[src/rtl/tmfp_pkg.sv]
// shared types and constants of the morph file parser
// record kinds, status codes, queue record and push request structs
// no dependencies
package tmfp_pkg;

  typedef enum logic [2:0] {
    KindShapeLen  = 3'd0,
    KindShapeChar = 3'd1,
    KindMorphHdr  = 3'd2,
    KindMorphChar = 3'd3,
    KindDelta     = 3'd4,
    KindStatus    = 3'd5
  } kind_e;

  typedef enum logic [1:0] {
    StatusOk       = 2'd0,
    StatusBadMagic = 2'd1,
    StatusTrunc    = 2'd2,
    StatusTrailing = 2'd3
  } status_e;

  localparam int unsigned QDepth = 4;

  // one result on its way from the parser to the arithmetic back end
  typedef struct packed {
    kind_e       kind;
    logic [7:0]  col;
    logic [15:0] mv;
    logic [15:0] vn;
    logic [15:0] dx;
    logic [15:0] dy;
    logic [15:0] dz;
    logic [31:0] mult;
    status_e     st;
    logic        run_end;
  } rec_t;

  // up to two records pushed per accepted byte
  typedef struct packed {
    logic we0;
    logic we1;
    rec_t r0;
    rec_t r1;
  } push_t;

  function automatic logic [7:0] magic_byte(logic [1:0] idx);
    logic [7:0] b;
    case (idx)
      2'd0:    b = 8'h50;
      2'd1:    b = 8'h49;
      2'd2:    b = 8'h52;
      default: b = 8'h54;
    endcase
    return b;
  endfunction

endpackage

[src/rtl/tmfp_fmul.sv]
// one lane: int16 times float32, single rounding to nearest even, three stages
// depends on nothing but the clock enable from the back end
module tmfp_fmul (
  input  logic        clk_i,
  input  logic        en_i,
  input  logic [15:0] raw_i,
  input  logic [31:0] mult_i,
  output logic [31:0] bits_o
);

  // stage one: magnitude product
  logic        s1_sign_q, s1_nan_q, s1_inf_q, s1_vzero_q;
  logic [31:0] s1_m_q;
  logic [7:0]  s1_e_q;
  logic [39:0] s1_p_q;
  logic [15:0] mag;
  logic [23:0] mant;

  assign mag  = raw_i[15] ? (16'd0 - raw_i) : raw_i;
  assign mant = {(mult_i[30:23] != 8'd0), mult_i[22:0]};

  always_ff @(posedge clk_i) begin
    if (en_i) begin
      s1_sign_q  <= raw_i[15] ^ mult_i[31];
      s1_nan_q   <= (mult_i[30:23] == 8'hFF) && (mult_i[22:0] != 23'd0);
      s1_inf_q   <= (mult_i[30:23] == 8'hFF) && (mult_i[22:0] == 23'd0);
      s1_vzero_q <= (raw_i == 16'd0);
      s1_m_q     <= mult_i;
      s1_e_q     <= (mult_i[30:23] == 8'd0) ? 8'd1 : mult_i[30:23];
      s1_p_q     <= 40'(mag) * 40'(mant);
    end
  end

  // stage two: normalise, denormal shift, guard and sticky
  logic [5:0]  lz;
  logic [39:0] nrm, shd, lost;
  logic [10:0] biased, rsh_w;
  logic        den, ovf;
  logic [4:0]  rsh;
  logic [8:0]  expf;
  logic        s2_sign_q, s2_nan_q, s2_inf_q, s2_vzero_q, s2_pzero_q, s2_ovf_q, s2_inc_q;
  logic [31:0] s2_m_q, s2_base_q;

  always_comb begin
    lz = 6'd40;
    for (int i = 0; i < 40; i++) begin
      if (s1_p_q[i]) lz = 6'(39 - i);
    end
    nrm    = s1_p_q << lz;
    biased = {3'b0, s1_e_q} + 11'd16 - {5'b0, lz};
    den    = biased[10] || (biased == 11'd0);
    ovf    = !biased[10] && (biased >= 11'd255);
    rsh_w  = 11'd1 - biased;
    rsh    = den ? rsh_w[4:0] : 5'd0;
    shd    = nrm >> rsh;
    lost   = nrm & ((40'd1 << rsh) - 40'd1);
    expf   = den ? 9'd0 : 9'(biased - 11'd1);
  end

  always_ff @(posedge clk_i) begin
    if (en_i) begin
      s2_sign_q  <= s1_sign_q;
      s2_nan_q   <= s1_nan_q;
      s2_inf_q   <= s1_inf_q;
      s2_vzero_q <= s1_vzero_q;
      s2_pzero_q <= (s1_p_q == 40'd0);
      s2_m_q     <= s1_m_q;
      s2_ovf_q   <= ovf;
      s2_base_q  <= {expf[8:0], 23'b0} + {8'b0, shd[39:16]};
      s2_inc_q   <= shd[15] && ((shd[14:0] != 15'd0) || (lost != 40'd0) || shd[16]);
    end
  end

  // stage three: round and pack
  logic [31:0] rnd, res;

  always_comb begin
    rnd = {1'b0, s2_base_q[30:0]} + 32'(s2_inc_q);
    if (s2_nan_q)                      res = s2_m_q | 32'h0040_0000;
    else if (s2_inf_q && s2_vzero_q)   res = 32'hFFC0_0000;
    else if (s2_inf_q)                 res = {s2_sign_q, 8'hFF, 23'd0};
    else if (s2_pzero_q)               res = {s2_sign_q, 31'd0};
    else if (s2_ovf_q || rnd[31:23] >= 9'd255) res = {s2_sign_q, 8'hFF, 23'd0};
    else                               res = {s2_sign_q, rnd[30:0]};
  end

  always_ff @(posedge clk_i) begin
    if (en_i) bits_o <= res;
  end

endmodule

[src/rtl/tmfp_back.sv]
// back end: pops records and scales delta records through three float lanes
// depends on tmfp_pkg and tmfp_fmul
module tmfp_back (
  input  logic           clk_i,
  input  logic           rst_ni,
  input  logic           q_valid_i,
  input  tmfp_pkg::rec_t q_rec_i,
  output logic           q_pop_o,
  output logic           out_valid_o,
  input  logic           out_ready_i,
  output tmfp_pkg::rec_t out_rec_o,
  output logic [31:0]    dx_bits_o,
  output logic [31:0]    dy_bits_o,
  output logic [31:0]    dz_bits_o
);

  logic           adv;
  logic           s1_v_q, s2_v_q, out_v_q;
  tmfp_pkg::rec_t s1_rec_q, s2_rec_q, out_rec_q;
  logic [31:0]    lx, ly, lz;
  logic           is_delta;

  // whole pipeline moves when the output slot is free or being taken
  assign adv     = !out_v_q || out_ready_i;
  assign q_pop_o = adv && q_valid_i;

  always_ff @(posedge clk_i or negedge rst_ni) begin
    if (!rst_ni) begin
      s1_v_q  <= 1'b0;
      s2_v_q  <= 1'b0;
      out_v_q <= 1'b0;
    end else if (adv) begin
      s1_v_q  <= q_valid_i;
      s2_v_q  <= s1_v_q;
      out_v_q <= s2_v_q;
    end
  end

  always_ff @(posedge clk_i) begin
    if (adv) begin
      s1_rec_q  <= q_rec_i;
      s2_rec_q  <= s1_rec_q;
      out_rec_q <= s2_rec_q;
    end
  end

  // three lanes in step with the record
  tmfp_fmul u_lane_x (.clk_i, .en_i(adv), .raw_i(q_rec_i.dx), .mult_i(q_rec_i.mult),
                      .bits_o(lx));
  tmfp_fmul u_lane_y (.clk_i, .en_i(adv), .raw_i(q_rec_i.dy), .mult_i(q_rec_i.mult),
                      .bits_o(ly));
  tmfp_fmul u_lane_z (.clk_i, .en_i(adv), .raw_i(q_rec_i.dz), .mult_i(q_rec_i.mult),
                      .bits_o(lz));

  assign is_delta    = (out_rec_q.kind == tmfp_pkg::KindDelta);
  assign out_valid_o = out_v_q;
  assign out_rec_o   = out_rec_q;
  assign dx_bits_o   = is_delta ? lx : 32'd0;
  assign dy_bits_o   = is_delta ? ly : 32'd0;
  assign dz_bits_o   = is_delta ? lz : 32'd0;

`ifndef SYNTH
  a_stall_hold: assert property (@(posedge clk_i) disable iff (!rst_ni)
    (out_v_q && !out_ready_i) |=> (out_v_q && s1_v_q == $past(s1_v_q)))
    else $error("pipeline moved during stall");
  a_pop_valid: assert property (@(posedge clk_i) disable iff (!rst_ni)
    q_pop_o |=> s1_v_q)
    else $error("popped record lost");
  a_stage_flow: assert property (@(posedge clk_i) disable iff (!rst_ni)
    (adv && s2_v_q) |=> out_v_q)
    else $error("record dropped at output");
`endif

endmodule

[config.mk]
export PLATFORM = sky130hd
export DESIGN_NAME = tmfp_back
export DESIGN_NICKNAME = d
export VERILOG_FILES = /design/src/rtl/tmfp_pkg.sv /design/src/rtl/tmfp_fmul.sv /design/src/rtl/tmfp_back.sv
export SDC_FILE = /design/constraint.sdc
export NUM_CORES = 2
export LEC_CHECK = 0
export BUFFER_PORTS_ARGS = -buffer_cell sky130_fd_sc_hd__buf_2
export CAP_MARGIN = 20
export CORE_MARGIN = 4
export CORE_UTILIZATION = 38
export CTS_CLUSTER_SIZE = 12
export DETAILED_ROUTE_END_ITERATION = 8
export PLACE_DENSITY_LB_ADDON = 0.08
export SLEW_MARGIN = 25
export SYNTH_ARGS = -nofsm -noshare
export SYNTH_HDL_FRONTEND = slang
export SYNTH_HIERARCHICAL = 1
export SYNTH_SLANG_ARGS = --single-unit
[constraint.sdc]
create_clock -name clk_i -period 58.2 [get_ports clk_i]
set_clock_uncertainty 0.2 [all_clocks]
set_input_delay 11.64 -clock clk_i [delete_from_list [all_inputs] [get_ports clk_i]]
set_output_delay 11.64 -clock clk_i [all_outputs]
set_load 0.02 [all_outputs]
==> qor.csv <==
stage,metric,value,unit
logic_synthesis,most common cell in the netlist,nand2_1,
finish,Total Nets Final,10795,
clock_network,cts bufs inserted,110,
run,Max-Cap Viols,0,
logic_synthesis,post-synth top area cell,edfxtp_1,
logic_synthesis,Yosys cell types,127,
timing,Max transition margin,24.84,%
logic_synthesis,post-synth top area share,31.28,%
logic_synthesis,net count after synthesis,10665,
placed_design,DPL Wire Length,226200,um
placed_design,number of port buffers,353,
timing,Fin. Hold Viols,0,
logic_synthesis,Synth Area in Adders,26.46,%
logic_synthesis,"Seq/Total Area, Yosys",31.37,%
clock_network,CTS tree,done,
timing,final worst path period need,24.55,ns
timing,Final Cycle Share,42.18,%
worst_setup_path,"Max FO, Critical Path",56,
global_routing,global-route wire length before repair,465900,um
timing,Worst-Margin Slew,1.127,ns
floorplanning,Die Width,492.7,um
placed_design,Final GP Congestion,0.9563,
global_routing,Overflow after GRT,0,
logic_synthesis,Compound-Gate Fraction of Synth Area,13.34,%
worst_setup_path,critical path required time,46.36,ns
routing,DRC Markers,0,
worst_setup_path,critical path arrival,12.71,ns
floorplanning,Core ar.,233200,um2
timing,unrepaired setup endpoints after global routing,no,
logic_synthesis,Post-synth EDFFs,930,
logic_synthesis,largest family of logic cells by synthesized area,adder cells,
worst_setup_path,Register-to-Register Path Depth,27,
logic_synthesis,Post-Synth XOR/XNOR Area,2.934,%
logic_synthesis,mux share of post-synthesis cell area,2.084,%
logic_synthesis,synthesized area,89270,um2
global_routing,pin count of the biggest net entering global routing,161,
routing,antenna violation net count after detailed routing,0,
finish,Layout Area Growth over Synthesis,10.23,%
floorplanning,Ports,354,
run_status,status,completed,
timing,count of final setup violators,0,
timing,setup TNS,0,ns
global_routing,GRT Util Overall,24.81,%
logic_synthesis,simple-gate portion of the synthesized area,16.89,%
clock_network,CTS resizes,0,
floorplanning,Die H,492.7,um
routing,via count,71149,
clock_network,CTS Hold Bufs,0,
routing,WL final,305900,um
logic_synthesis,"top cells by count, synth","nand2_1, inv_1, edfxtp_1",
logic_synthesis,number of synthesized register bits,933,
logic_synthesis,Avg Synthesized Cell Area,9.703,um2
clock_network,Skew-Pair Late Insertion Delay,0.80,ns
worst_setup_path,Startpoint Class,input port,
routing,number of DRC markers in iteration 0,6139,
logic_synthesis,synth top area cells,"edfxtp_1, fa_1, ha_1",
finish,fraction of layout cells with a size suffix above 1,9.836,%
global_routing,vias in the first global route,73096,
timing,Max Freq,0.04074,GHz
timing,"Slew Viols, Final",0,
logic_synthesis,top_reg_cell synth,edfxtp_1,
clock_network,Root Buffer,clkbuf_16,
clock_network,clk slew on worst S/H paths,0.05,ns
min_path,Worst Hold Class,register to register,
worst_setup_path,crit path kind,input port to output pin,
floorplanning,Initial Util,38.28,%
logic_synthesis,synth warn,6,
clock_network,H-tree levels,3,
routing,router iterations before antenna repair,6,
floorplanning,die area,242700,um2
clock_network,Sinks on Clock Net,933,
routing,routed length per instance,24.38,um
worst_setup_path,Setup crit end kind,output pin,
clock_network,Setup Buffers After CTS,0,
floorplanning,Cell Rows,177,
logic_synthesis,Async SR Flop Fraction,0.3215,%
clock_network,CTS Buffer Depth,3,
min_path,hold depth,0,
logic_synthesis,Post-Syn Instances,9200,
global_routing,antenna violations before repair,28,
routing,DR vias/cell,5.670,
[registers in the layout (all words and copies together), names as in the netlist, 32 cells and up]
register	flops
u_lane_y/bits_o	32
u_lane_z/bits_o	32
u_lane_z/s1_p_q	40
out_rec_o	126
u_lane_x/bits_o	32
u_lane_x/s1_p_q	40
s1_rec_q	126
s2_rec_q	126
u_lane_y/s1_p_q	40
[layout make-up]
cell class	count	area [um2]
multi-input cells	6673	55690
fillers	22826	134800
well taps	3132	3919
diodes	3	7.507
repair buffers	534	3189
clock buffers	130	2828
clock inverters	66	698.2
flip-flops and latches	933	28000
inverters	1078	4069
[critical path, cell delays in order]
cell and delay [ns]:
buf_2 0.10, nand2b_4 0.47, and2_1 0.35, buf_2 0.15
[per-layer routing]
metal,track usage [%],vias up,wire length (um)
met1,34.77,36155,136600
met4,7.194,2,9366
met5,0,-,13
li1,-,31979,-
met3,3.218,444,17940
met2,40.30,2569,142000
[kinds of logic after synthesis]
logic type	count (synthesis)
adder cells (fa/ha/maj)	1335
multiplexers	170
AND/OR/NAND/NOR	3161
buffers and inverters	1594
AO/OA/AOI/OAI	1708
XOR/XNOR	299
flip-flops	933
[cell usage in the layout (no fill, tap or decap), types with 130 or more instances in the layout]
master | netlist | final
inv_1 | 1063 | 1063
nand3_1 | 197 | 197
nor3_1 | 174 | 173
nand2_1 | 1305 | 1304
a21oi_1 | 347 | 344
mux2i_1 | 130 | 130
and2_1 | 301 | 301
nor2b_1 | 215 | 215
buf_2 | 43 | 353
ha_1 | 414 | 414
edfxtp_1 | 930 | 930
nor2_1 | 513 | 507
xnor2_1 | 191 | 162
o21ai_0 | 272 | 269
buf_4 | 4 | 174
fa_1 | 921 | 921
[metrics by stage]
step / std cells / utilization [%] / instance area, um2 / setup slack [ns] / hold WS (ns)
2_1_floorplan: 9200 / - / 89270 / 10.63 / 0.2003
3_3_place_gp: 12347 / 40.64 / 94770 / 33.60 / 0.2004
3_5_place_dp: 12347 / 40.65 / 94790 / 33.60 / 0.2045
4_1_cts: 12543 / 42.16 / 98310 / 33.60 / 0.1395
5_1_grt: 12547 / 42.19 / 98400 / 33.55 / 0.1440
6_report: 12549 / 42.20 / 98400 / 33.65 / 0.1469
[path summary, 6_finish.rpt]
check                                     from                 to  slack, ns
max in group asynchronous               rst_ni        out_valid_o      47.27
hold / removal                    s1_rec_q[37]       s2_rec_q[37]       0.15
hold reg to reg                   s1_rec_q[37]       s2_rec_q[37]       0.15
setup reg to reg           u_lane_y/s1_p_q[26]  u_lane_y/s2_inc_q      48.32
setup / recovery                   out_ready_i            q_pop_o      33.65
min in group asynchronous               rst_ni             s1_v_q      10.43
Power is not shown: default switching activity piles up to over one toggle a cycle in this logic, so the estimate is an artifact.
