==> src/rtl/tmfp_pkg.sv <==
// shared types and constants of the morph file parser
// record kinds, status codes, queue record and push request structs
// no dependencies
package tmfp_pkg;

  typedef enum logic [2:0] {
    KindShapeLen  = 3'd0,
    KindShapeChar = 3'd1,
    KindMorphHdr  = 3'd2,
    KindMorphChar = 3'd3,
    KindDelta     = 3'd4,
    KindStatus    = 3'd5
  } kind_e;

  typedef enum logic [1:0] {
    StatusOk       = 2'd0,
    StatusBadMagic = 2'd1,
    StatusTrunc    = 2'd2,
    StatusTrailing = 2'd3
  } status_e;

  localparam int unsigned QDepth = 4;

  // one result on its way from the parser to the arithmetic back end
  typedef struct packed {
    kind_e       kind;
    logic [7:0]  col;
    logic [15:0] mv;
    logic [15:0] vn;
    logic [15:0] dx;
    logic [15:0] dy;
    logic [15:0] dz;
    logic [31:0] mult;
    status_e     st;
    logic        run_end;
  } rec_t;

  // up to two records pushed per accepted byte
  typedef struct packed {
    logic we0;
    logic we1;
    rec_t r0;
    rec_t r1;
  } push_t;

  function automatic logic [7:0] magic_byte(logic [1:0] idx);
    logic [7:0] b;
    case (idx)
      2'd0:    b = 8'h50;
      2'd1:    b = 8'h49;
      2'd2:    b = 8'h52;
      default: b = 8'h54;
    endcase
    return b;
  endfunction

endpackage

==> src/rtl/tmfp_queue.sv <==
// short record queue between parser and back end, two writes and one read a cycle
// depends on tmfp_pkg
module tmfp_queue (
  input  logic            clk_i,
  input  logic            rst_ni,
  input  tmfp_pkg::push_t push_i,
  output logic            room_o,
  output logic            valid_o,
  output tmfp_pkg::rec_t  rec_o,
  input  logic            pop_i
);

  localparam int unsigned AW = $clog2(tmfp_pkg::QDepth);

  tmfp_pkg::rec_t   mem_q [tmfp_pkg::QDepth];
  logic [AW-1:0]    head_q, head_d;
  logic [AW-1:0]    tail_q, tail_d;
  logic [AW:0]      cnt_q, cnt_d;
  logic [AW-1:0]    tail_nx;
  logic             do_pop;

  assign tail_nx = tail_q + AW'(1);
  assign do_pop  = pop_i && (cnt_q != '0);
  assign valid_o = (cnt_q != '0);
  assign rec_o   = mem_q[head_q];
  assign room_o  = (cnt_q <= (AW+1)'(tmfp_pkg::QDepth - 2));

  // pointers and fill count
  always_comb begin
    tail_d = tail_q;
    if (push_i.we1)      tail_d = tail_q + AW'(2);
    else if (push_i.we0) tail_d = tail_nx;
    head_d = do_pop ? head_q + AW'(1) : head_q;
    cnt_d  = cnt_q + (AW+1)'(push_i.we0) + (AW+1)'(push_i.we1) - (AW+1)'(do_pop);
  end

  always_ff @(posedge clk_i or negedge rst_ni) begin
    if (!rst_ni) begin
      head_q <= '0;
      tail_q <= '0;
      cnt_q  <= '0;
    end else begin
      head_q <= head_d;
      tail_q <= tail_d;
      cnt_q  <= cnt_d;
    end
  end

  // storage
  always_ff @(posedge clk_i) begin
    if (push_i.we0) mem_q[tail_q] <= push_i.r0;
    if (push_i.we1) mem_q[tail_nx] <= push_i.r1;
  end

`ifndef SYNTH
  a_no_overflow: assert property (@(posedge clk_i) disable iff (!rst_ni)
    cnt_q <= (AW+1)'(tmfp_pkg::QDepth))
    else $error("queue overflow");
  a_push_room: assert property (@(posedge clk_i) disable iff (!rst_ni)
    push_i.we0 |-> (cnt_q <= (AW+1)'(tmfp_pkg::QDepth - 2)))
    else $error("push without room");
  a_ptr_count: assert property (@(posedge clk_i) disable iff (!rst_ni)
    (cnt_q != (AW+1)'(tmfp_pkg::QDepth)) |-> (AW'(cnt_q) == AW'(tail_q - head_q)))
    else $error("pointer and count disagree");
`endif

endmodule

==> config.mk <==
export PLATFORM = sky130hd
export DESIGN_NAME = tmfp_queue
export DESIGN_NICKNAME = d
export VERILOG_FILES = /design/src/rtl/tmfp_pkg.sv /design/src/rtl/tmfp_queue.sv
export SDC_FILE = /design/constraint.sdc
export NUM_CORES = 1
export LEC_CHECK = 0
export BUFFER_PORTS_ARGS = -buffer_cell sky130_fd_sc_hd__buf_2
export CORE_MARGIN = 2
export CORE_UTILIZATION = 50
export CTS_BUF_LIST = sky130_fd_sc_hd__clkbuf_8
export DETAILED_ROUTE_END_ITERATION = 10
export GPL_TIMING_DRIVEN = 1
export PLACE_DENSITY_LB_ADDON = 0.08
export SYNTH_ARGS = -nofsm -noshare
export SYNTH_HDL_FRONTEND = slang
export SYNTH_SLANG_ARGS = --single-unit
==> constraint.sdc <==
create_clock -name clk_i -period 4.15 [get_ports clk_i]
set_clock_uncertainty 0.1 [all_clocks]
set_input_delay 0.2075 -clock clk_i [delete_from_list [all_inputs] [get_ports clk_i]]
set_output_delay 0.2075 -clock clk_i [all_outputs]
set_load 0.01 [all_outputs]
==> results of run 1 <==
## power by group through the flow
stage                     Clock, mW  Combinational, mW  Sequential [mW]
final                          4.10               8.69             8.44
after global routing           4.42               9.27             8.58
after floorplan                   0               5.45             8.39
after detailed placement          0               8.25             8.56
after global placement            0               8.22             8.50
after CTS                      4.20               8.80             8.46
## final cells by class
type                    instances  area share [%]
flip-flops and latches        511            46.5
repair buffers                788            18.3
clock buffers                  90            3.76
well taps                     664            2.52
clock inverters                71           0.922
multi-input cells             662            27.9
inverters                       7          0.0797
diodes                          7          0.0531
## critical path, delay by kind of cell, from the launching register on
family / cells / cell delay [ns]
simple gates: 1 / 0.50
flops: 1 / 0.37
mux: 1 / 0.41
fa+ha+maj: 1 / 0.29
buf+inv: 3 / 1.32
## final timing paths
kind | start | endpoint | cells past startpoint
min in group asynchronous | rst_ni | head_q[0] | 3
max | tail_q[0] | mem_q[3][63] | 6
max reg2reg | tail_q[0] | mem_q[3][63] | 6
min reg2reg | cnt_q[0] | cnt_q[0] | 1
min | push_i[244] | mem_q[0][118] | 3
max in group asynchronous | rst_ni | head_q[1] | 3
## routing by layer
metal,up-vias,track usage [%]
li1,6841,-
met1,7908,32.3
met2,493,42.7
met3,120,5.43
met4,8,9.57
met5,-,0
## state kept, by name, summed over array words and instances, names as in the netlist
name,count
mem_q,504
cnt_q,3
head_q,2
tail_q,2
## synth_stat cells, drive strengths merged
library cell / count
dfrtp: 7
mux2i: 2
xor2: 1
nor2b: 1
buf: 77
a21o: 1
o311ai: 1
xnor2: 3
fa: 2
nand2: 13
ha: 6
mux2: 504
o31a: 1
mux4: 126
clkbuf: 5
inv: 7
edfxtp: 504
nor2: 1
## stage by stage
step	hold WS (ns)	total power [mW]	instances
final	0.324	21.2	2800
after global routing	0.305	22.3	2800
after CTS	0.252	21.5	2793
after detailed placement	-0.0447	16.8	2248
after global placement	-0.0477	16.7	2248
after floorplan	-0.188	13.8	1262
## kinds of logic (layout without fill, tap and decap cells)
| group | count (synthesis) | count (layout) | synth area share (%) |
|---|---|---|---|
| compound gates | 3 | 3 | 0.100 |
| xor+xnor | 4 | 4 | 0.140 |
| fa+ha+maj | 8 | 8 | 0.461 |
| buf+inv | 89 | 956 | 2.26 |
| flops | 511 | 511 | 61.3 |
| mux | 632 | 632 | 35.4 |
| other cells | 0 | 7 | 0 |
| simple gates | 15 | 15 | 0.356 |
## what timing repair did
item | CTS | global route
hold buffers | 384 | 0
hold endpoints to repair | 515 | 0
setup endpoints to repair | 0 | 0
gates resized for setup | 0 | 0
==> metrics.txt, run 1 <==
Routed WL between 60000 and 70000 um; HP Class in2reg; Seq pwr share 39.7%; DR vias 15400; maximum VDD drop slightly above 500 uV; clock share of power 19.3%; DR top layer met5; Std-Cell Rows between 80 and 90; # setup viols final 0; WL met3 just over 4000 um; most frequent cells in the layout 504 x edfxtp_1, 388 x mux2_2, 384 x dlygate4sd3_1, 384 x buf_2, 126 x mux4_2; Net Sw Power a little over 7 mW; DR WL met2 32300 um; Synth Area per Inst 19.8 um^2; CP Max Fanout 59; Die Ht ~230 um; TritonCTS buffer count 89; fin crit share about four fifths; Syn Inst Count approximately 1300; crit path cell chain inv_1 > ha_1 > nand2_8 > buf_4 > mux2_2 > dlygate4sd3_1; RSZ-0062 raised after global routing no; area grow syn2layout 32.0%; Yosys reg bits around 510; clock slew at reported path FFs about 0.060 ns; Overflow after GRT 0; pin count of the biggest net entering global routing between 100 and 150; synth unique cells 24; fin crit period 3.30 ns; drt wl/cell about 23 um; Reg area 15300 um^2; global-route wire length before repair around 98000 um; static leakage between 10 and 15 nW; FILL cells roughly 3500; Synth top area share 60.6%; die area just over 50000 um^2; CTS sink cnt between 500 and 600; CP Capture Type register; setup slack at placement between 1 and 1.5 ns; gp weighted congestion approximately 0.79; worst reg-to-reg setup slack 0.85 ns; CTS tree built; FMAX about 300 MHz; antenna-violating nets left 0; vias per cell 5.49; most common cell after layout, fill and taps aside edfxtp_1; CTS Root Cell clkbuf_8; met1 WL roughly 27000 um; layout cells sized above 1 between 50% and 60%; Syn. warnings 0; Multi-input gate area between 9000 and 10000 um^2; placed instance area approximately 28000 um^2; pwr dens 644 nW/um^2; Worst path slowest cell buf_4; share of total power in combinational logic a little over 40%; DPL Wire Length ~37000 um; Slew Limit Fails 0; post-route setup slack 0.853 ns; sequential area share after synthesis roughly three fifths; total negative setup slack 0 ns; CP arrival approximately 3.6 ns; Yosys top cell by area edfxtp_1; Post-CTS Setup Repair Bufs 0; Clock H-tree levels 3; Initial Utilization around half; final core occ between 60% and 70%; Total GRT Usage ~25%; Synth Cell Area roughly 25000 um^2; Relative slew margins between 40% and 50%; Synth Net Count ~1500; Layout Nets roughly 2300; Worst-Skew Late Latency roughly 0.64 ns; Final Hold Fails 0; max-cap violation count 0; antenna violations before repair 11; fin area 33000 um^2; number of global-route vias before repair around 17000; crit path launch type register; Crit Path Category reg2reg; top post-synthesis cells by area edfxtp_1 61%, mux2_2 17%, mux4_2 11%, mux2_4 4.8%, mux2_1 1.6%; Crit path required time about 4.5 ns; Buffers on Ports ~380; drt pass-1 iters 5; 1st-iter DRT viols around 780; Placeable Area ~49000 um^2; Die Span X approximately 230 um; Worst Tran Pin Value about 0.8 ns; outcome finished, final reports clean; DRC Markers 0; # IOs around 390; CTS Buffer Depth 3; Power Internal 14.1 mW; CP max stage delay approximately 0.65 ns; Net Sw Frac between 30% and 40%
No activity file was read; power rests on OpenSTA's default activity.
==> run 2: changes to the inputs <==
clock period = 2.9 ns   (was 4.15 ns; I/O delays follow)
==> metrics.txt, run 2 (synthesis results as in run 1) <==
CTS Root Cell clkbuf_8; CP bufs+invs 3 (unchanged); crit path launch type register; fin crit period 2.82 ns (-0.477 ns); Seq pwr share 39.0% (-0.7 points); most frequent cells in the layout 504 x edfxtp_1, 388 x mux2_2, 384 x buf_2; # IOs 385 (unchanged); drt pass-1 iters 4 (-1); Worst-Skew Late Latency 0.65 ns (about the same); cells on worst reg2reg path 6 (unchanged); Regs by FF count mem_q (504), cnt_q (3); Net Sw Power 10.3 mW (+45%); Buffers on Ports 384 (unchanged); Crit Path Category reg2reg; Placeable Area 49200 um^2 (unchanged); FMAX 355 MHz (+17%); most common cell after layout, fill and taps aside edfxtp_1; Worst path slowest cell dlygate4sd3_1; Die Span X 227 um (unchanged); Overflow after GRT 0 (unchanged); Total GRT Usage 25.7% (+0.37 points); antenna violations before repair 11 (unchanged); layout cells sized above 1 52.8% (+0.73 points); clock slew at reported path FFs 0.06 ns (about the same); Layout Nets 2349 (+1.1%); global-route wire length before repair 99300 um (+1.8%); antenna-violating nets left 0 (unchanged); vias per cell 5.47 (-0.33%); max-cap violation count 0 (unchanged); FF-to-FF End mem_q[1][42]; CTS Buffer Depth 3 (unchanged); static leakage 12.7 nW (+1.8%); DPL Wire Length 38500 um (+4.6%); DR vias 15400 (+0.42%); CP Max Fanout 54 (-8.5%); Clock H-tree levels 3 (unchanged); drt wl/cell 23.4 um (+0.31%); Worst path depth 6 (unchanged); Final Hold Fails 0 (unchanged); Relative slew margins 62.4% (+15 points); Die Ht 227 um (unchanged); CP Capture Type register; HP Class in2reg; Crit path required time 3.21 ns (-1.25 ns); DRC Markers 0 (unchanged); placed insts 2273 (+1.1%); worst reg-to-reg setup slack 0.08 ns (-0.77 ns); max reg flops 504 (unchanged); post-route setup slack 0.0794 ns (-0.773 ns); share of total power in combinational logic 42.4% (+1.5 points); TritonCTS buffer count 88 (-1.1%); CP arrival 3.13 ns (-0.47 ns); CTS sink cnt 511 (unchanged); Net Sw Frac 33.2% (-0.32 points); Std-Cell Rows 81 (unchanged); largest reg by FF count mem_q; clock share of power 18.7% (-0.6 points); total negative setup slack 0 ns (unchanged); final core occ 68.1% (+1.0 points); non-filler instance count after layout 2821 (+0.75%); setup slack at placement 0.631 ns (-0.740 ns); Worst Tran Pin Value 0.563 ns (-0.230 ns); number of global-route vias before repair 17200 (+1.7%); fin area 33500 um^2 (+1.5%); pin count of the biggest net entering global routing 55 (-50%); outcome finished, final reports clean; crit path cell chain inv_1 > ha_1 > nand2_8 > buf_16 > mux2_2 > dlygate4sd3_1; CP max stage delay 0.57 ns (-0.08 ns); fin crit share 97.3% (+18 points); Power Internal 20.7 mW (+47%); RSZ-0062 raised after global routing no; pwr dens 929 nW/um^2 (+44%); area grow syn2layout 34.0%; maximum VDD drop 525 uV (+3.1%); cell family with most CP delay buffers and inverters; placed instance area 28000 um^2 (+1.8%); # setup viols final 0 (unchanged); gp weighted congestion 0.761 (-3.6%); worst r2r src tail_q[1]; 1st-iter DRT viols 837 (+7.9%); CTS tree built; die area 51700 um^2 (unchanged); Initial Utilization 50.8% (unchanged); Slew Limit Fails 0 (unchanged); CP Capture Point mem_q[1][42]; Routed WL 65900 um (+1.1%); crit path from tail_q[1]
run 2: worst min path at each step:
stage	startpoint	to	cells past startpoint
2_1_floorplan	rst_ni	cnt_q[0]	0
3_3_place_gp	rst_ni	cnt_q[2]	1
3_5_place_dp	rst_ni	cnt_q[2]	1
4_1_cts	push_i[120]	mem_q[0][120]	3
5_1_grt	push_i[120]	mem_q[0][120]	3
6_report	push_i[120]	mem_q[1][120]	3
run 2: per-layer routing:
layer	track usage (%)	part of all wire, %	up-vias
met5	0	0.017	-
met4	9.13	3.0	2
met1	32.3	41	7937
met2	43.4	50	469
li1	-	-	6887
met3	6.57	6.2	139
run 2: final cells by class:
class	instances	area, um^2
antenna	10	25.0
fill	3396	15700
sequential	511	15300
inverter	7	26.3
multi-input combinational	663	9210
clock inverter	61	244
timing repair buffer	813	6540
clock buffer	92	1270
tap	664	831
run 2: tightest hold or removal path: stages:
cell and delay [ns]:
dlygate4sd3_1 0.51, buf_2 0.12, mux2_1 0.12
run 2: power by group through the flow:
stage               combinational (mW)  sequential (mW)  clock (mW)
detailed placement                12.4             12.3           0
floorplan                         7.82             11.9           0
global route                      14.0             12.3        6.24
global placement                  12.3             12.2           0
CTS                               13.3             12.1        5.93
finish                            13.2             12.1        5.80
run 2: repair_timing:
action	CTS	global route
buffers inserted	1	0
hold buffers	383	0
endpoints found under the hold margin	516	0
resized for setup	0	2
gates cloned	0	1
setup endpoints to repair	13	14
run 2: per-stage QoR:
step	hold WS, ns	total power [mW]
2_1_floorplan	-0.251	19.7
3_3_place_gp	-0.109	24.6
3_5_place_dp	-0.101	24.7
4_1_cts	0.188	31.3
5_1_grt	0.218	32.6
6_report	0.244	31.1
