<file path="src/rtl/tmfp_pkg.sv">
// shared types and constants of the morph file parser
// record kinds, status codes, queue record and push request structs
// no dependencies
package tmfp_pkg;

  typedef enum logic [2:0] {
    KindShapeLen  = 3'd0,
    KindShapeChar = 3'd1,
    KindMorphHdr  = 3'd2,
    KindMorphChar = 3'd3,
    KindDelta     = 3'd4,
    KindStatus    = 3'd5
  } kind_e;

  typedef enum logic [1:0] {
    StatusOk       = 2'd0,
    StatusBadMagic = 2'd1,
    StatusTrunc    = 2'd2,
    StatusTrailing = 2'd3
  } status_e;

  localparam int unsigned QDepth = 4;

  // one result on its way from the parser to the arithmetic back end
  typedef struct packed {
    kind_e       kind;
    logic [7:0]  col;
    logic [15:0] mv;
    logic [15:0] vn;
    logic [15:0] dx;
    logic [15:0] dy;
    logic [15:0] dz;
    logic [31:0] mult;
    status_e     st;
    logic        run_end;
  } rec_t;

  // up to two records pushed per accepted byte
  typedef struct packed {
    logic we0;
    logic we1;
    rec_t r0;
    rec_t r1;
  } push_t;

  function automatic logic [7:0] magic_byte(logic [1:0] idx);
    logic [7:0] b;
    case (idx)
      2'd0:    b = 8'h50;
      2'd1:    b = 8'h49;
      2'd2:    b = 8'h52;
      default: b = 8'h54;
    endcase
    return b;
  endfunction

endpackage

</file>
<file path="src/rtl/tmfp_front.sv">
// parser front end: walks the file byte by byte and builds records
// depends on tmfp_pkg
module tmfp_front (
  input  logic            clk_i,
  input  logic            rst_ni,
  input  logic            acc_i,
  input  logic [7:0]      byte_i,
  input  logic            final_i,
  output tmfp_pkg::push_t push_o
);

  localparam logic [3:0] PhMagic     = 4'd0;
  localparam logic [3:0] PhShapeCnt  = 4'd1;
  localparam logic [3:0] PhShapeLen  = 4'd2;
  localparam logic [3:0] PhShapeName = 4'd3;
  localparam logic [3:0] PhMorphCnt  = 4'd4;
  localparam logic [3:0] PhMorphLen  = 4'd5;
  localparam logic [3:0] PhMorphName = 4'd6;
  localparam logic [3:0] PhMult      = 4'd7;
  localparam logic [3:0] PhVcount    = 4'd8;
  localparam logic [3:0] PhVertex    = 4'd9;
  localparam logic [3:0] PhSkip      = 4'd10;
  localparam logic [3:0] PhDone      = 4'd11;

  logic [3:0]  phase_q, phase_d;
  logic [2:0]  cnt_q, cnt_d;
  logic [31:0] asm_q, asm_d;
  logic        uv_q, uv_d;
  logic [15:0] shapes_q, shapes_d;
  logic        first_q, first_d;
  logic [15:0] morphs_q, morphs_d;
  logic [15:0] verts_q, verts_d;
  logic [7:0]  name_q, name_d;
  logic [19:0] skip_q, skip_d;
  logic [31:0] mult_q, mult_d;
  logic [15:0] hidx_q, hidx_d;
  logic [15:0] hdx_q, hdx_d;
  logic [15:0] hdy_q, hdy_d;
  logic [1:0]  err_q, err_d;

  logic             emit;
  logic [31:0]      asm_take;
  logic             go_morph, go_shape;
  logic             c_we;
  tmfp_pkg::rec_t   c_rec, s_rec;
  tmfp_pkg::status_e st;
  logic [15:0]      vc;

  // little-endian field assembly
  always_comb begin
    if (cnt_q == 3'd0) begin
      asm_take = {24'b0, byte_i};
    end else begin
      asm_take = asm_q | ({24'b0, byte_i} << {cnt_q[1:0], 3'b000});
    end
  end

  // parse step
  always_comb begin
    phase_d  = phase_q;
    cnt_d    = cnt_q;
    asm_d    = asm_q;
    uv_d     = uv_q;
    shapes_d = shapes_q;
    first_d  = first_q;
    morphs_d = morphs_q;
    verts_d  = verts_q;
    name_d   = name_q;
    skip_d   = skip_q;
    mult_d   = mult_q;
    hidx_d   = hidx_q;
    hdx_d    = hdx_q;
    hdy_d    = hdy_q;
    err_d    = err_q;
    go_morph = 1'b0;
    go_shape = 1'b0;
    c_we     = 1'b0;
    c_rec    = '0;
    vc       = asm_take[15:0];
    emit     = first_q && !uv_q;

    if (err_q == 2'd0) begin
      unique case (phase_q)
        PhMagic: begin
          if (byte_i != tmfp_pkg::magic_byte(cnt_q[1:0])) begin
            err_d = tmfp_pkg::StatusBadMagic;
          end else if (cnt_q == 3'd3) begin
            cnt_d   = 3'd0;
            phase_d = PhShapeCnt;
          end else begin
            cnt_d = cnt_q + 3'd1;
          end
        end
        PhShapeCnt: begin
          asm_d = asm_take;
          if (cnt_q >= 3'd1) begin
            cnt_d    = 3'd0;
            shapes_d = asm_take[15:0];
            go_shape = 1'b1;
          end else begin
            cnt_d = cnt_q + 3'd1;
          end
        end
        PhShapeLen: begin
          if (emit) begin
            c_we      = 1'b1;
            c_rec.kind = tmfp_pkg::KindShapeLen;
            c_rec.col = byte_i;
          end
          name_d  = byte_i;
          phase_d = (byte_i != 8'd0) ? PhShapeName : PhMorphCnt;
        end
        PhShapeName: begin
          if (emit) begin
            c_we      = 1'b1;
            c_rec.kind = tmfp_pkg::KindShapeChar;
            c_rec.col = byte_i;
          end
          name_d = name_q - 8'd1;
          if (name_q == 8'd1) phase_d = PhMorphCnt;
        end
        PhMorphCnt: begin
          asm_d = asm_take;
          if (cnt_q >= 3'd1) begin
            cnt_d    = 3'd0;
            morphs_d = asm_take[15:0];
            go_morph = 1'b1;
          end else begin
            cnt_d = cnt_q + 3'd1;
          end
        end
        PhMorphLen: begin
          hidx_d  = {8'b0, byte_i};
          name_d  = byte_i;
          phase_d = (byte_i != 8'd0) ? PhMorphName : PhMult;
        end
        PhMorphName: begin
          if (emit) begin
            c_we      = 1'b1;
            c_rec.kind = tmfp_pkg::KindMorphChar;
            c_rec.col = byte_i;
          end
          name_d = name_q - 8'd1;
          if (name_q == 8'd1) phase_d = PhMult;
        end
        PhMult: begin
          asm_d = asm_take;
          if (cnt_q >= 3'd3) begin
            cnt_d   = 3'd0;
            mult_d  = asm_take;
            phase_d = PhVcount;
          end else begin
            cnt_d = cnt_q + 3'd1;
          end
        end
        PhVcount: begin
          asm_d = asm_take;
          if (cnt_q >= 3'd1) begin
            cnt_d = 3'd0;
            if (emit) begin
              c_we      = 1'b1;
              c_rec.kind = tmfp_pkg::KindMorphHdr;
              c_rec.col = hidx_q[7:0];
              c_rec.mv  = vc;
              verts_d   = vc;
              if (vc == 16'd0) go_morph = 1'b1;
              else phase_d = PhVertex;
            end else begin
              if (uv_q) skip_d = {2'b0, vc, 2'b0} + {3'b0, vc, 1'b0};
              else      skip_d = {1'b0, vc, 3'b0};
              if (vc == 16'd0) go_morph = 1'b1;
              else phase_d = PhSkip;
            end
          end else begin
            cnt_d = cnt_q + 3'd1;
          end
        end
        PhVertex: begin
          if (!cnt_q[0]) asm_d = {24'b0, byte_i};
          else           asm_d = {16'b0, byte_i, asm_q[7:0]};
          if (cnt_q == 3'd1) hidx_d = asm_d[15:0];
          if (cnt_q == 3'd3) hdx_d = asm_d[15:0];
          if (cnt_q == 3'd5) hdy_d = asm_d[15:0];
          cnt_d = cnt_q + 3'd1;
          if (cnt_q == 3'd7) begin
            c_we       = 1'b1;
            c_rec.kind = tmfp_pkg::KindDelta;
            c_rec.vn   = hidx_q;
            c_rec.dx   = hdx_q;
            c_rec.dy   = hdy_q;
            c_rec.dz   = asm_d[15:0];
            c_rec.mult = mult_q;
            verts_d    = verts_q - 16'd1;
            if (verts_q == 16'd1) go_morph = 1'b1;
          end
        end
        PhSkip: begin
          skip_d = skip_q - 20'd1;
          if (skip_q == 20'd1) go_morph = 1'b1;
        end
        default: begin
          err_d = tmfp_pkg::StatusTrailing;
        end
      endcase

      // advance to the next morph, or to the next shape
      if (go_morph) begin
        if (morphs_d == 16'd0) begin
          first_d  = 1'b0;
          go_shape = 1'b1;
        end else begin
          morphs_d = morphs_d - 16'd1;
          phase_d  = PhMorphLen;
        end
      end
      if (go_shape) begin
        if (shapes_d == 16'd0) begin
          first_d = 1'b0;
          if (!uv_q) begin
            uv_d    = 1'b1;
            phase_d = PhShapeCnt;
          end else begin
            phase_d = PhDone;
          end
        end else begin
          shapes_d = shapes_d - 16'd1;
          phase_d  = PhShapeLen;
        end
      end
    end

    // status on the final byte
    if (err_d != 2'd0)          st = tmfp_pkg::status_e'(err_d);
    else if (phase_d != PhDone) st = tmfp_pkg::StatusTrunc;
    else                        st = tmfp_pkg::StatusOk;
    s_rec         = '0;
    s_rec.kind    = tmfp_pkg::KindStatus;
    s_rec.st      = st;
    s_rec.run_end = 1'b1;

    push_o = '0;
    if (final_i) begin
      if (c_we) begin
        push_o.we0 = 1'b1;
        push_o.r0  = c_rec;
        push_o.we1 = 1'b1;
        push_o.r1  = s_rec;
      end else begin
        push_o.we0 = 1'b1;
        push_o.r0  = s_rec;
      end
      phase_d  = PhMagic;
      cnt_d    = 3'd0;
      asm_d    = '0;
      uv_d     = 1'b0;
      shapes_d = '0;
      first_d  = 1'b1;
      morphs_d = '0;
      verts_d  = '0;
      name_d   = '0;
      skip_d   = '0;
      mult_d   = '0;
      hidx_d   = '0;
      hdx_d    = '0;
      hdy_d    = '0;
      err_d    = '0;
    end else if (c_we) begin
      push_o.we0        = 1'b1;
      push_o.r0         = c_rec;
      push_o.r0.run_end = 1'b1;
    end
    if (!acc_i) begin
      push_o.we0 = 1'b0;
      push_o.we1 = 1'b0;
    end
  end

  // parse state
  always_ff @(posedge clk_i or negedge rst_ni) begin
    if (!rst_ni) begin
      phase_q  <= PhMagic;
      cnt_q    <= '0;
      asm_q    <= '0;
      uv_q     <= 1'b0;
      shapes_q <= '0;
      first_q  <= 1'b1;
      morphs_q <= '0;
      verts_q  <= '0;
      name_q   <= '0;
      skip_q   <= '0;
      mult_q   <= '0;
      hidx_q   <= '0;
      hdx_q    <= '0;
      hdy_q    <= '0;
      err_q    <= '0;
    end else if (acc_i) begin
      phase_q  <= phase_d;
      cnt_q    <= cnt_d;
      asm_q    <= asm_d;
      uv_q     <= uv_d;
      shapes_q <= shapes_d;
      first_q  <= first_d;
      morphs_q <= morphs_d;
      verts_q  <= verts_d;
      name_q   <= name_d;
      skip_q   <= skip_d;
      mult_q   <= mult_d;
      hidx_q   <= hidx_d;
      hdx_q    <= hdx_d;
      hdy_q    <= hdy_d;
      err_q    <= err_d;
    end
  end

`ifndef SYNTH
  // an error holds until the final byte
  a_err_hold: assert property (@(posedge clk_i) disable iff (!rst_ni)
    (err_q != 2'd0 && acc_i && !final_i) |=> (err_q == $past(err_q)))
    else $error("error code changed before final byte");
  // the final byte restarts the walk
  a_final_reset: assert property (@(posedge clk_i) disable iff (!rst_ni)
    (acc_i && final_i) |=> (phase_q == PhMagic && err_q == 2'd0 && first_q))
    else $error("state not restored after final byte");
  // a second record is only ever the status
  a_second_status: assert property (@(posedge clk_i) disable iff (!rst_ni)
    push_o.we1 |-> (push_o.we0 && push_o.r1.kind == tmfp_pkg::KindStatus && final_i))
    else $error("second record is not a status");
`endif

endmodule

</file>
<file path="config.mk">
export PLATFORM = sky130hd
export DESIGN_NAME = tmfp_front
export DESIGN_NICKNAME = d
export VERILOG_FILES = /design/src/rtl/tmfp_pkg.sv /design/src/rtl/tmfp_front.sv
export SDC_FILE = /design/constraint.sdc
export NUM_CORES = 1
export LEC_CHECK = 0
export ABC_CLOCK_PERIOD_IN_PS = 11000
export BUFFER_PORTS_ARGS = -buffer_cell sky130_fd_sc_hd__clkbuf_2
export CAP_MARGIN = 20
export CELL_PAD_IN_SITES_DETAIL_PLACEMENT = 1
export CELL_PAD_IN_SITES_GLOBAL_PLACEMENT = 2
export CORE_MARGIN = 4
export CORE_UTILIZATION = 36
export CTS_CLUSTER_SIZE = 10
export DETAILED_ROUTE_END_ITERATION = 12
export GPL_TIMING_DRIVEN = 0
export HOLD_SLACK_MARGIN = 0.03
export PLACE_DENSITY = 0.87
export SYNTH_ARGS = -nofsm -noshare
export SYNTH_HDL_FRONTEND = slang
export SYNTH_SLANG_ARGS = --single-unit
</file>
<file path="constraint.sdc">
create_clock -name clk_i -period 11 [get_ports clk_i]
set_clock_uncertainty 0.05 [all_clocks]
set_input_delay 1.65 -clock clk_i [delete_from_list [all_inputs] [get_ports clk_i]]
set_output_delay 1.65 -clock clk_i [all_outputs]
set_load 0.02 [all_outputs]
</file>
==> results.yml, run 1 <==
critical_path:
  cp_data_arrival_time_ns: 7.00
  cp_max_fo: 10
  endpoint_kind: "primary output"
  worstPathRequired_ns: 9.30
  startpoint_type: "flip-flop"
  crit_type: "reg2out"
floorplan:
  dieArea_um2: 43900
  die-height_um: 209
  die_x_um: 209
  io-pin-count: 266
  coreArea_um2: 39900
  start_util: 0.366
  rows: 73
logic_synthesis:
  async_reset_ff_frac: 1.00
  synthDistinctLibCells: 89
  yosys-top-cells-area: "dfrtp_1 (34%), buf_4 (6.4%), o21ai_0 (5.3%)"
  avgSynthCellArea_um2: 8.08
  synth_ff_type: "dfrtp_1"
  synth_edf_count: 0
  syn_area_um2: 14600
  yosysWarnings: 0
  synth_seq_cells: 199
  yosysTopAreaCellShare: 0.339
  synth-seq-area-share: 0.341
  synthCells: 1808
  yosysTopAreaCell: "dfrtp_1"
clock_tree:
  clk_pin_slew_worst_paths_ns: 0.08
  post_cts_buffers: 0
  post_cts_resized: 0
  htreeDepth: 4
  clkLatencyLatePin_ns: 0.50
  cts-root-buf: "clkbuf_16"
  hold_buffers: 0
  cts.sinks: 199
  clockBufferDepth: 2
  numCtsBuffers: 17
  cts_tree: "built"
final_layout:
  fin_nets: 2151
  antenna_cells: 0
  fin_cells: 2634
  fill_cells: 4973
  syn2layout_area_growth_pct: 17.2
  drive_gt1_frac: 0.179
place:
  gp_congestion: 0.941
  place_hpwl_um: 46600
  place_inst: 2602
  port_buffers: 143
sta:
  min_period_ns: 8.70
  hold_viol_final: 0
  slew_headroom: 0.226
  slew_viol_final: 0
  setup-violations-final: 0
  layout_worst_path_cycle_share: 0.791
  rsz0062_at_grt: "no"
  fin_setup_tns_ns: 0
  maxClockFrequency_mhz: 115
  tightest_slew_ns: 1.15
power:
  leakagePower_nw: 8.01
  p_per_area_nw_per_um2: 198
  vdd_drop_max_mv: 0.101
global_route:
  grt-ovfl-total: 0
  grt_max_degree: 110
  grt_pass1_vias: 15520
  antenna_found_initial: 1
  grt_first_pass_wirelength_um: 95700
  grt_usage: 0.279
routing:
  drtIter0Drc: 1178
  avgRoutedWirePerCell_um: 23.7
  first_pass_iters: 5
  vias: 15094
  drt-vias-per-instance: 5.73
  ant_nets: 0
  routed_wl_um: 62500
  drc: 0
outcome:
  outcome: "finished clean"
job:
  max_cap_violations: 0
worst_hold_path:
  hp-class: "reg2reg"
[cell type report]
type                       instances  area, um2  share of cell area
inverter                          45        169             0.00987
tap                              525        657              0.0384
timing repair buffer             148        792              0.0463
clock buffer                      19        443              0.0259
buffer                           239       1380              0.0804
multi-input combinational       1446       8550               0.499
sequential                       199       4980               0.291
clock inverter                    13        155             0.00906
[final timing paths]
path                       cells after the start           end  startpoint  slack (ns)
max in group asynchronous                      2     hdx_q[11]      rst_ni        8.56
hold / removal                                 2     mult_q[9]   mult_q[9]        0.43
setup / recovery                              19     push_o[2]    cnt_q[0]        2.30
setup reg to reg                              18  shapes_q[11]    cnt_q[0]        4.71
hold reg to reg                                2     mult_q[9]   mult_q[9]        0.43
min in group asynchronous                      1   morphs_q[1]      rst_ni        1.18
[metal layers]
layer	up-vias	track usage	share of wire
met3	109	0.0504	0.064
met1	7637	0.379	0.44
met5	-	0	0.00018
li1	6795	-	-
met4	2	0.0925	0.030
met2	551	0.450	0.47
[cell usage after synthesis (9+ instances only)]
library cell and number:
nand2_1 201, dfrtp_1 198, nor2_1 183, o21ai_0 156, buf_4 124, clkbuf_1 96, a21oi_1 94, and2_1 84
nor3_1 44, ha_1 42, o22ai_1 40, inv_1 35, xnor2_1 35, mux2_2 34, nand3_1 29, a22o_1 26
mux2i_1 23, o31ai_1 23, a31oi_1 21, a21o_1 19, nor4_1 18, a22oi_1 16, o41ai_1 16, nand4_1 15
or3_1 13, a211oi_1 12, nand2b_1 12, buf_2 11, o211ai_1 10, a221o_1 9, xor2_1 9
[stage by stage]
step / power, mW / area (um2) / hold slack, ns / setup slack (ns) / util
2_1_floorplan: 2.06 / 15100 / 0.390 / 4.89 / -
3_3_place_gp: 2.60 / 16400 / 0.406 / 2.78 / 0.412
3_5_place_dp: 2.65 / 16500 / 0.415 / 2.76 / 0.414
4_1_cts: 3.35 / 17100 / 0.431 / 2.53 / 0.429
5_1_grt: 3.58 / 17100 / 0.454 / 2.06 / 0.429
6_report: 3.38 / 17100 / 0.425 / 2.30 / 0.429
[critical path, cell delays in order, from the launching register on]
cell and delay, ns:
dfrtp_1 0.58, clkbuf_1 0.40, inv_1 0.18, ha_1 0.25
nor2b_1 0.20, clkbuf_1 0.30, o21ai_0 0.42, nand2_1 0.44
inv_2 0.40, ha_1 0.22, nand4_1 0.10, nor2_1 0.44
a21oi_1 0.20, a311oi_2 0.34, nand4_1 0.37, nand2_1 0.34
a41oi_1 0.20, o41ai_1 0.72, a211oi_1 0.20, clkbuf_2 0.20
[logic make-up after synthesis]
| family | share of synthesized area |
|---|---|
| and+or+nand+nor | 0.220 |
| AOI/OAI and AO/OA | 0.228 |
| buffers and inverters | 0.106 |
| DFF | 0.341 |
| muxes | 0.0420 |
| xor gates and xnor gates | 0.0264 |
| adders and majority gates | 0.0373 |
| other | 0.000257 |
[cells in the final DEF (no fill, tap or decap), types with 40 or more instances in the layout]
cell type	instances
nor2_1	183
buf_4	125
clkbuf_2	142
o22ai_1	40
a21oi_1	94
clkbuf_1	97
nand2_1	201
ha_1	42
nor3_1	44
o21ai_0	156
and2_1	84
conb_1	122
dfrtp_1	198
[state kept, by name, summed over array words and instances, names as in the netlist]
register  cells
skip_q       20
uv_q          1
morphs_q     16
err_q         2
first_q       1
shapes_q     16
mult_q       32
hidx_q       16
hdy_q        16
phase_q       4
asm_q        32
verts_q      16
cnt_q         3
name_q        8
hdx_q        16
[power by group]
part / internal [mW] / switching, mW / total, mW
logic: 0.556 / 1.23 / 1.79
registers: 0.823 / 0.0838 / 0.906
clock network: 0.349 / 0.341 / 0.691
total: 1.73 / 1.66 / 3.38
No activity file was read; power rests on OpenSTA's default activity.
==> inputs of run 2 (changes only) <==
- ABC_AREA: unset -> 1
- ABC_CLOCK_PERIOD_IN_PS: 11000 -> 7670
- CORE_UTILIZATION: 36 -> 28
- PLACE_DENSITY: 0.87 -> 0.77
- clock period: 11 -> 7.67 ns (I/O delays scaled with it)
==> run 2 against run 1 <==
Highest routed layer is now met4. First-iteration DRC count is 16% lower. Design area rose by 0.77%. Synthesized cell count is 17% higher. Register-to-register slack lost 1.8 ns. Sequential cell count is the same. Clock-buffer cell count down 1. Sequential share of layout area decreased by 0.22 points. Setup slack got worse by 0.97 ns. Sequential power up 51%. Total power increased by 73%.
==> results.yml, run 2 <==
clock_tree:
  htreeDepth: 4
  cts_tree: "built"
  cts.sinks: 199
  cts-root-buf: "clkbuf_16"
  post_cts_resized: 0
  hold_buffers: 0
  clkLatencyLatePin_ns: 0.51
  numCtsBuffers: 17
  post_cts_buffers: 0
  clk_pin_slew_worst_paths_ns: 0.08
  clockBufferDepth: 2
critical_path:
  worstPathRequired_ns: 6.47
  crit_type: "reg2out"
  crit_path_max_incr_delay_ns: 0.41
  crit_top_cell: "nand2_1"
  endpoint_kind: "primary output"
  startpoint_type: "flip-flop"
  cp_data_arrival_time_ns: 5.14
  cp_max_fo: 12
  cp_slowest_cell: "dfrtp_1"
power:
  pwr-share-comb: 0.605
  power.internal_mw: 2.76
  power.total_mw: 5.87
  p_per_area_nw_per_um2: 340
  p_sw_frac: 0.530
  leakagePower_nw: 8.94
  clkPwrFrac: 0.162
  vdd_drop_max_mv: 0.225
  switchingPower_mw: 3.11
  seqPwrFrac: 0.233
logic_synthesis:
  avgSynthCellArea_um2: 6.90
  yosysWarnings: 0
  synth_ff_type: "dfrtp_1"
  synthCells: 2119
  synthDistinctLibCells: 55
  synth_common_cells: "nand2_1 (397), inv_1 (281), nor2_1 (264), o21ai_0 (221), dfrtp_1 (198)"
  async_reset_ff_frac: 1.00
  synth-seq-area-share: 0.340
  yosys-top-cells-area: "dfrtp_1 (34%), nand2_1 (10%), o21ai_0 (7.6%)"
  synth_seq_cells: 199
  yosysTopAreaCell: "dfrtp_1"
  syn_area_um2: 14600
  synth_edf_count: 0
  yosysTopAreaCellShare: 0.339
  yosysMostFrequentCell: "nand2_1"
final_layout:
  layout_commonest_cell: "nand2_1"
  fin_cells: 3089
  top_regs: "asm_q x32, mult_q x32, skip_q x20"
  antenna_cells: 0
  fill_cells: 6633
  fin_nets: 2453
  final_util: 0.335
  syn2layout_area_growth_pct: 17.9
  final_cell_mix: "nand2_1 (397), inv_1 (281), nor2_1 (264)"
  final_area_um2: 17300
  drive_gt1_frac: 0.164
place:
  place_hpwl_um: 47200
  placed_area_um2: 16700
  place_inst: 3059
  post-place-ws_ns: 1.51
  port_buffers: 137
  gp_congestion: 0.864
sta:
  maxClockFrequency_mhz: 158
  hold_viol_final: 0
  tightest_slew_ns: 1.02
  layout_worst_path_cycle_share: 0.826
  worst_slack_ns: 1.33
  hold_ws_ns: 0.438
  fin_setup_tns_ns: 0
  min_period_ns: 6.34
  setup-violations-final: 0
  slew_headroom: 0.320
  slew_viol_final: 0
  rsz0062_at_grt: "no"
routing:
  ant_nets: 0
  drtIter0Drc: 989
  first_pass_iters: 4
  drc: 0
  drt-vias-per-instance: 4.83
  routed_wl_um: 60600
  vias: 14927
  avgRoutedWirePerCell_um: 19.6
global_route:
  grt_usage: 0.214
  grt-ovfl-total: 0
  grt_first_pass_wirelength_um: 93300
  grt_pass1_vias: 15508
  antenna_found_initial: 0
  grt_max_degree: 106
worst_hold_path:
  hp-class: "reg2reg"
floorplan:
  start_util: 0.284
  die-height_um: 237
  coreArea_um2: 51500
  rows: 83
  dieArea_um2: 56000
  io-pin-count: 266
  die_x_um: 237
outcome:
  outcome: "finished clean"
job:
  max_cap_violations: 0
## run 2: worst max-delay path: cells and delay by family (launching register included)
| family | cells | cell delay (ns) |
|---|---|---|
| buf+inv | 6 | 1.14 |
| flops | 1 | 0.41 |
| simple gates | 20 | 2.44 |
| fa+ha+maj | 2 | 0.61 |
## run 2: logic make-up after synthesis
logic type	count (synthesis)	synth area share
AND/OR/NAND/NOR	894	0.265
buffers and inverters	512	0.169
AO/OA/AOI/OAI	444	0.173
flip-flops	199	0.340
adder cells (fa/ha/maj)	43	0.0373
XOR/XNOR	25	0.0150
other	1	0.000256
multiplexers	1	0.000684
## run 2: cell type report
type | instances | area (um2) | share of cell area
buffer | 214 | 1350 | 0.0781
clock buffer | 18 | 429 | 0.0249
clock inverter | 12 | 138 | 0.00798
inverter | 298 | 1120 | 0.0650
multi-input combinational | 1529 | 7640 | 0.443
sequential | 199 | 4980 | 0.289
tap | 680 | 851 | 0.0493
timing repair buffer | 139 | 749 | 0.0434
## run 2: metal layers
metal,global-route usage,wire [um]
met1,0.292,27900
met2,0.343,27900
met3,0.0408,3110
met4,0.0709,1700
met5,0,0
## run 2: power groups by stage
stage | combinational [mW] | sequential [mW] | clock (mW)
final | 3.55 | 1.37 | 0.951
after detailed placement | 3.51 | 1.39 | 0
after global placement | 3.45 | 1.38 | 0
after CTS | 3.53 | 1.37 | 0.982
after floorplan | 2.48 | 1.35 | 0
after global routing | 3.94 | 1.39 | 1.01
## run 2: path summary, 6_finish.rpt
check	from	end	slack (ns)	cells after the start
setup reg to reg	cnt_q[1]	skip_q[18]	2.89	28
hold / removal	morphs_q[5]	morphs_q[5]	0.44	2
hold reg to reg	morphs_q[5]	morphs_q[5]	0.44	2
max in group asynchronous	rst_ni	mult_q[8]	6.00	3
setup / recovery	cnt_q[1]	push_o[128]	1.33	28
min in group asynchronous	rst_ni	mult_q[23]	0.61	2
==> inputs of run 3 (changes only) <==
- ABC_CLOCK_PERIOD_IN_PS: 7670 -> 5800
- clock period: 7.67 -> 5.8 ns (I/O delays scaled with it)
==> run 3 against run 2 <==
Combinational power rose by 37%. Critical path depth is the same. Sequential cell count stayed put. Global-route usage about the same. Via count grew 0.60%. Design area up 1.2%. Hold slack got worse by 0.12 ns. Final cell count rose by 0.39%. Largest cell class unchanged.
==> results.yml, run 3 (synthesis gave the netlist of run 2 again) <==
floorplan:
  dieArea_um2: 56000
  coreArea_um2: 51500
  io-pin-count: 266
  die-height_um: 237
  start_util: 0.284
  die_x_um: 237
  rows: 83
routing:
  drc: 0
  first_pass_iters: 5
  drt-vias-per-instance: 4.84
  avgRoutedWirePerCell_um: 19.6
  vias: 15017
  drtIter0Drc: 1103
  routed_wl_um: 60800
  ant_nets: 0
clock_tree:
  hold_buffers: 0
  numCtsBuffers: 17
  clkLatencyLatePin_ns: 0.51
  cts.sinks: 199
  cts_tree: "built"
  clk_pin_slew_worst_paths_ns: 0.08
  cts-root-buf: "clkbuf_16"
  htreeDepth: 4
  clockBufferDepth: 2
place:
  gp_congestion: 0.864
  place_hpwl_um: 47200
  port_buffers: 137
critical_path:
  cp_slowest_cell: "dfrtp_1"
  endpoint_kind: "primary output"
  crit_path_max_incr_delay_ns: 0.42
  cp_data_arrival_time_ns: 4.57
  startpoint_type: "flip-flop"
  cp_max_fo: 14
  crit_type: "reg2out"
  worstPathRequired_ns: 4.88
final_layout:
  drive_gt1_frac: 0.175
  top_regs: "asm_q x32, mult_q x32, skip_q x20"
  antenna_cells: 0
  final_cell_mix: "nand2_1 (384), inv_1 (280), nor2_1 (264)"
  syn2layout_area_growth_pct: 19.3
  fin_nets: 2465
  layout_commonest_cell: "nand2_1"
global_route:
  antenna_found_initial: 0
  grt_max_degree: 106
  grt-ovfl-total: 0
  grt_first_pass_wirelength_um: 93300
  grt_usage: 0.214
  grt_pass1_vias: 15513
power:
  clkPwrFrac: 0.158
  pwr-share-comb: 0.614
  seqPwrFrac: 0.228
  power.total_mw: 7.94
  leakagePower_nw: 9.03
  switchingPower_mw: 4.18
  p_per_area_nw_per_um2: 455
  vdd_drop_max_mv: 0.315
  power.internal_mw: 3.76
  p_sw_frac: 0.526
sta:
  tightest_slew_ns: 1.07
  fin_setup_tns_ns: 0
  hold_viol_final: 0
  rsz0062_at_grt: "no"
  maxClockFrequency_mhz: 182
  layout_worst_path_cycle_share: 0.947
  slew_viol_final: 0
  min_period_ns: 5.49
  setup-violations-final: 0
  slew_headroom: 0.288
job:
  max_cap_violations: 0
worst_hold_path:
  hp-class: "in2async"
outcome:
  outcome: "finished clean"
-- run 3: through the flow --
step | setup slack [ns] | cell area, um2 | utilization | hold WS [ns] | std cells
3_3_place_gp | -0.580 | 16600 | 0.323 | 0.414 | 3057
5_1_grt | 0.00473 | 17500 | 0.339 | 0.352 | 3101
6_report | 0.308 | 17500 | 0.339 | 0.323 | 3101
4_1_cts | 0.00677 | 17300 | 0.336 | 0.345 | 3089
2_1_floorplan | 1.64 | 15100 | - | 0.399 | 2240
3_5_place_dp | 0.199 | 16700 | 0.324 | 0.421 | 3059
-- run 3: power by group through the flow --
| stage | registers, mW | logic (mW) | clock network, mW |
|---|---|---|---|
| after floorplan | 1.79 | 3.28 | 0 |
| after global placement | 1.83 | 4.57 | 0 |
| after detailed placement | 1.83 | 4.65 | 0 |
| after CTS | 1.81 | 4.71 | 1.30 |
| after global routing | 1.84 | 5.40 | 1.34 |
| final | 1.81 | 4.88 | 1.25 |
-- run 3: path summary, 6_finish.rpt --
path / from / end / slack (ns) / cells past startpoint
worst max-delay path: cnt_q[1] / push_o[128] / 0.31 / 28
worst min-delay path: rst_ni / mult_q[23] / 0.32 / 2
worst max register to register: cnt_q[0] / skip_q[18] / 1.42 / 29
worst min register to register: morphs_q[5] / morphs_q[5] / 0.44 / 2
max in group asynchronous: rst_ni / skip_q[15] / 4.42 / 3
min in group clk_i: morphs_q[5] / morphs_q[5] / 0.44 / 2
-- run 3: critical path, delay by kind of cell (launching register included) --
family	cells	cell delay, ns
AND/OR/NAND/NOR	20	2.17
flip-flops	1	0.42
buffers and inverters	6	1.04
adder cells (fa/ha/maj)	2	0.41
-- run 3: final cells by class --
type,instances,area (um2)
Buffer,213,1350
Clock buffer,18,429
Clock inverter,12,138
Fill cell,6626,34100
Inverter,298,1120
Multi-Input combinational cell,1529,7720
Sequential cell,199,4980
Tap cell,680,851
Timing Repair Buffer,152,860
-- run 3: what timing repair did --
| action | CTS | global route |
|---|---|---|
| setup endpoints to repair | 2 | 2 |
| setup buffers | 0 | 13 |
| gates resized for setup | 14 | 14 |
| pin swaps | 0 | 5 |
-- run 3: routing by layer --
layer  vias up  part of all wire  track usage
li1       7179                 -            -
met3        70             0.050       0.0416
met1      7428              0.46        0.292
met5         -                 0            0
met4         0             0.026       0.0713
met2       340              0.46        0.343
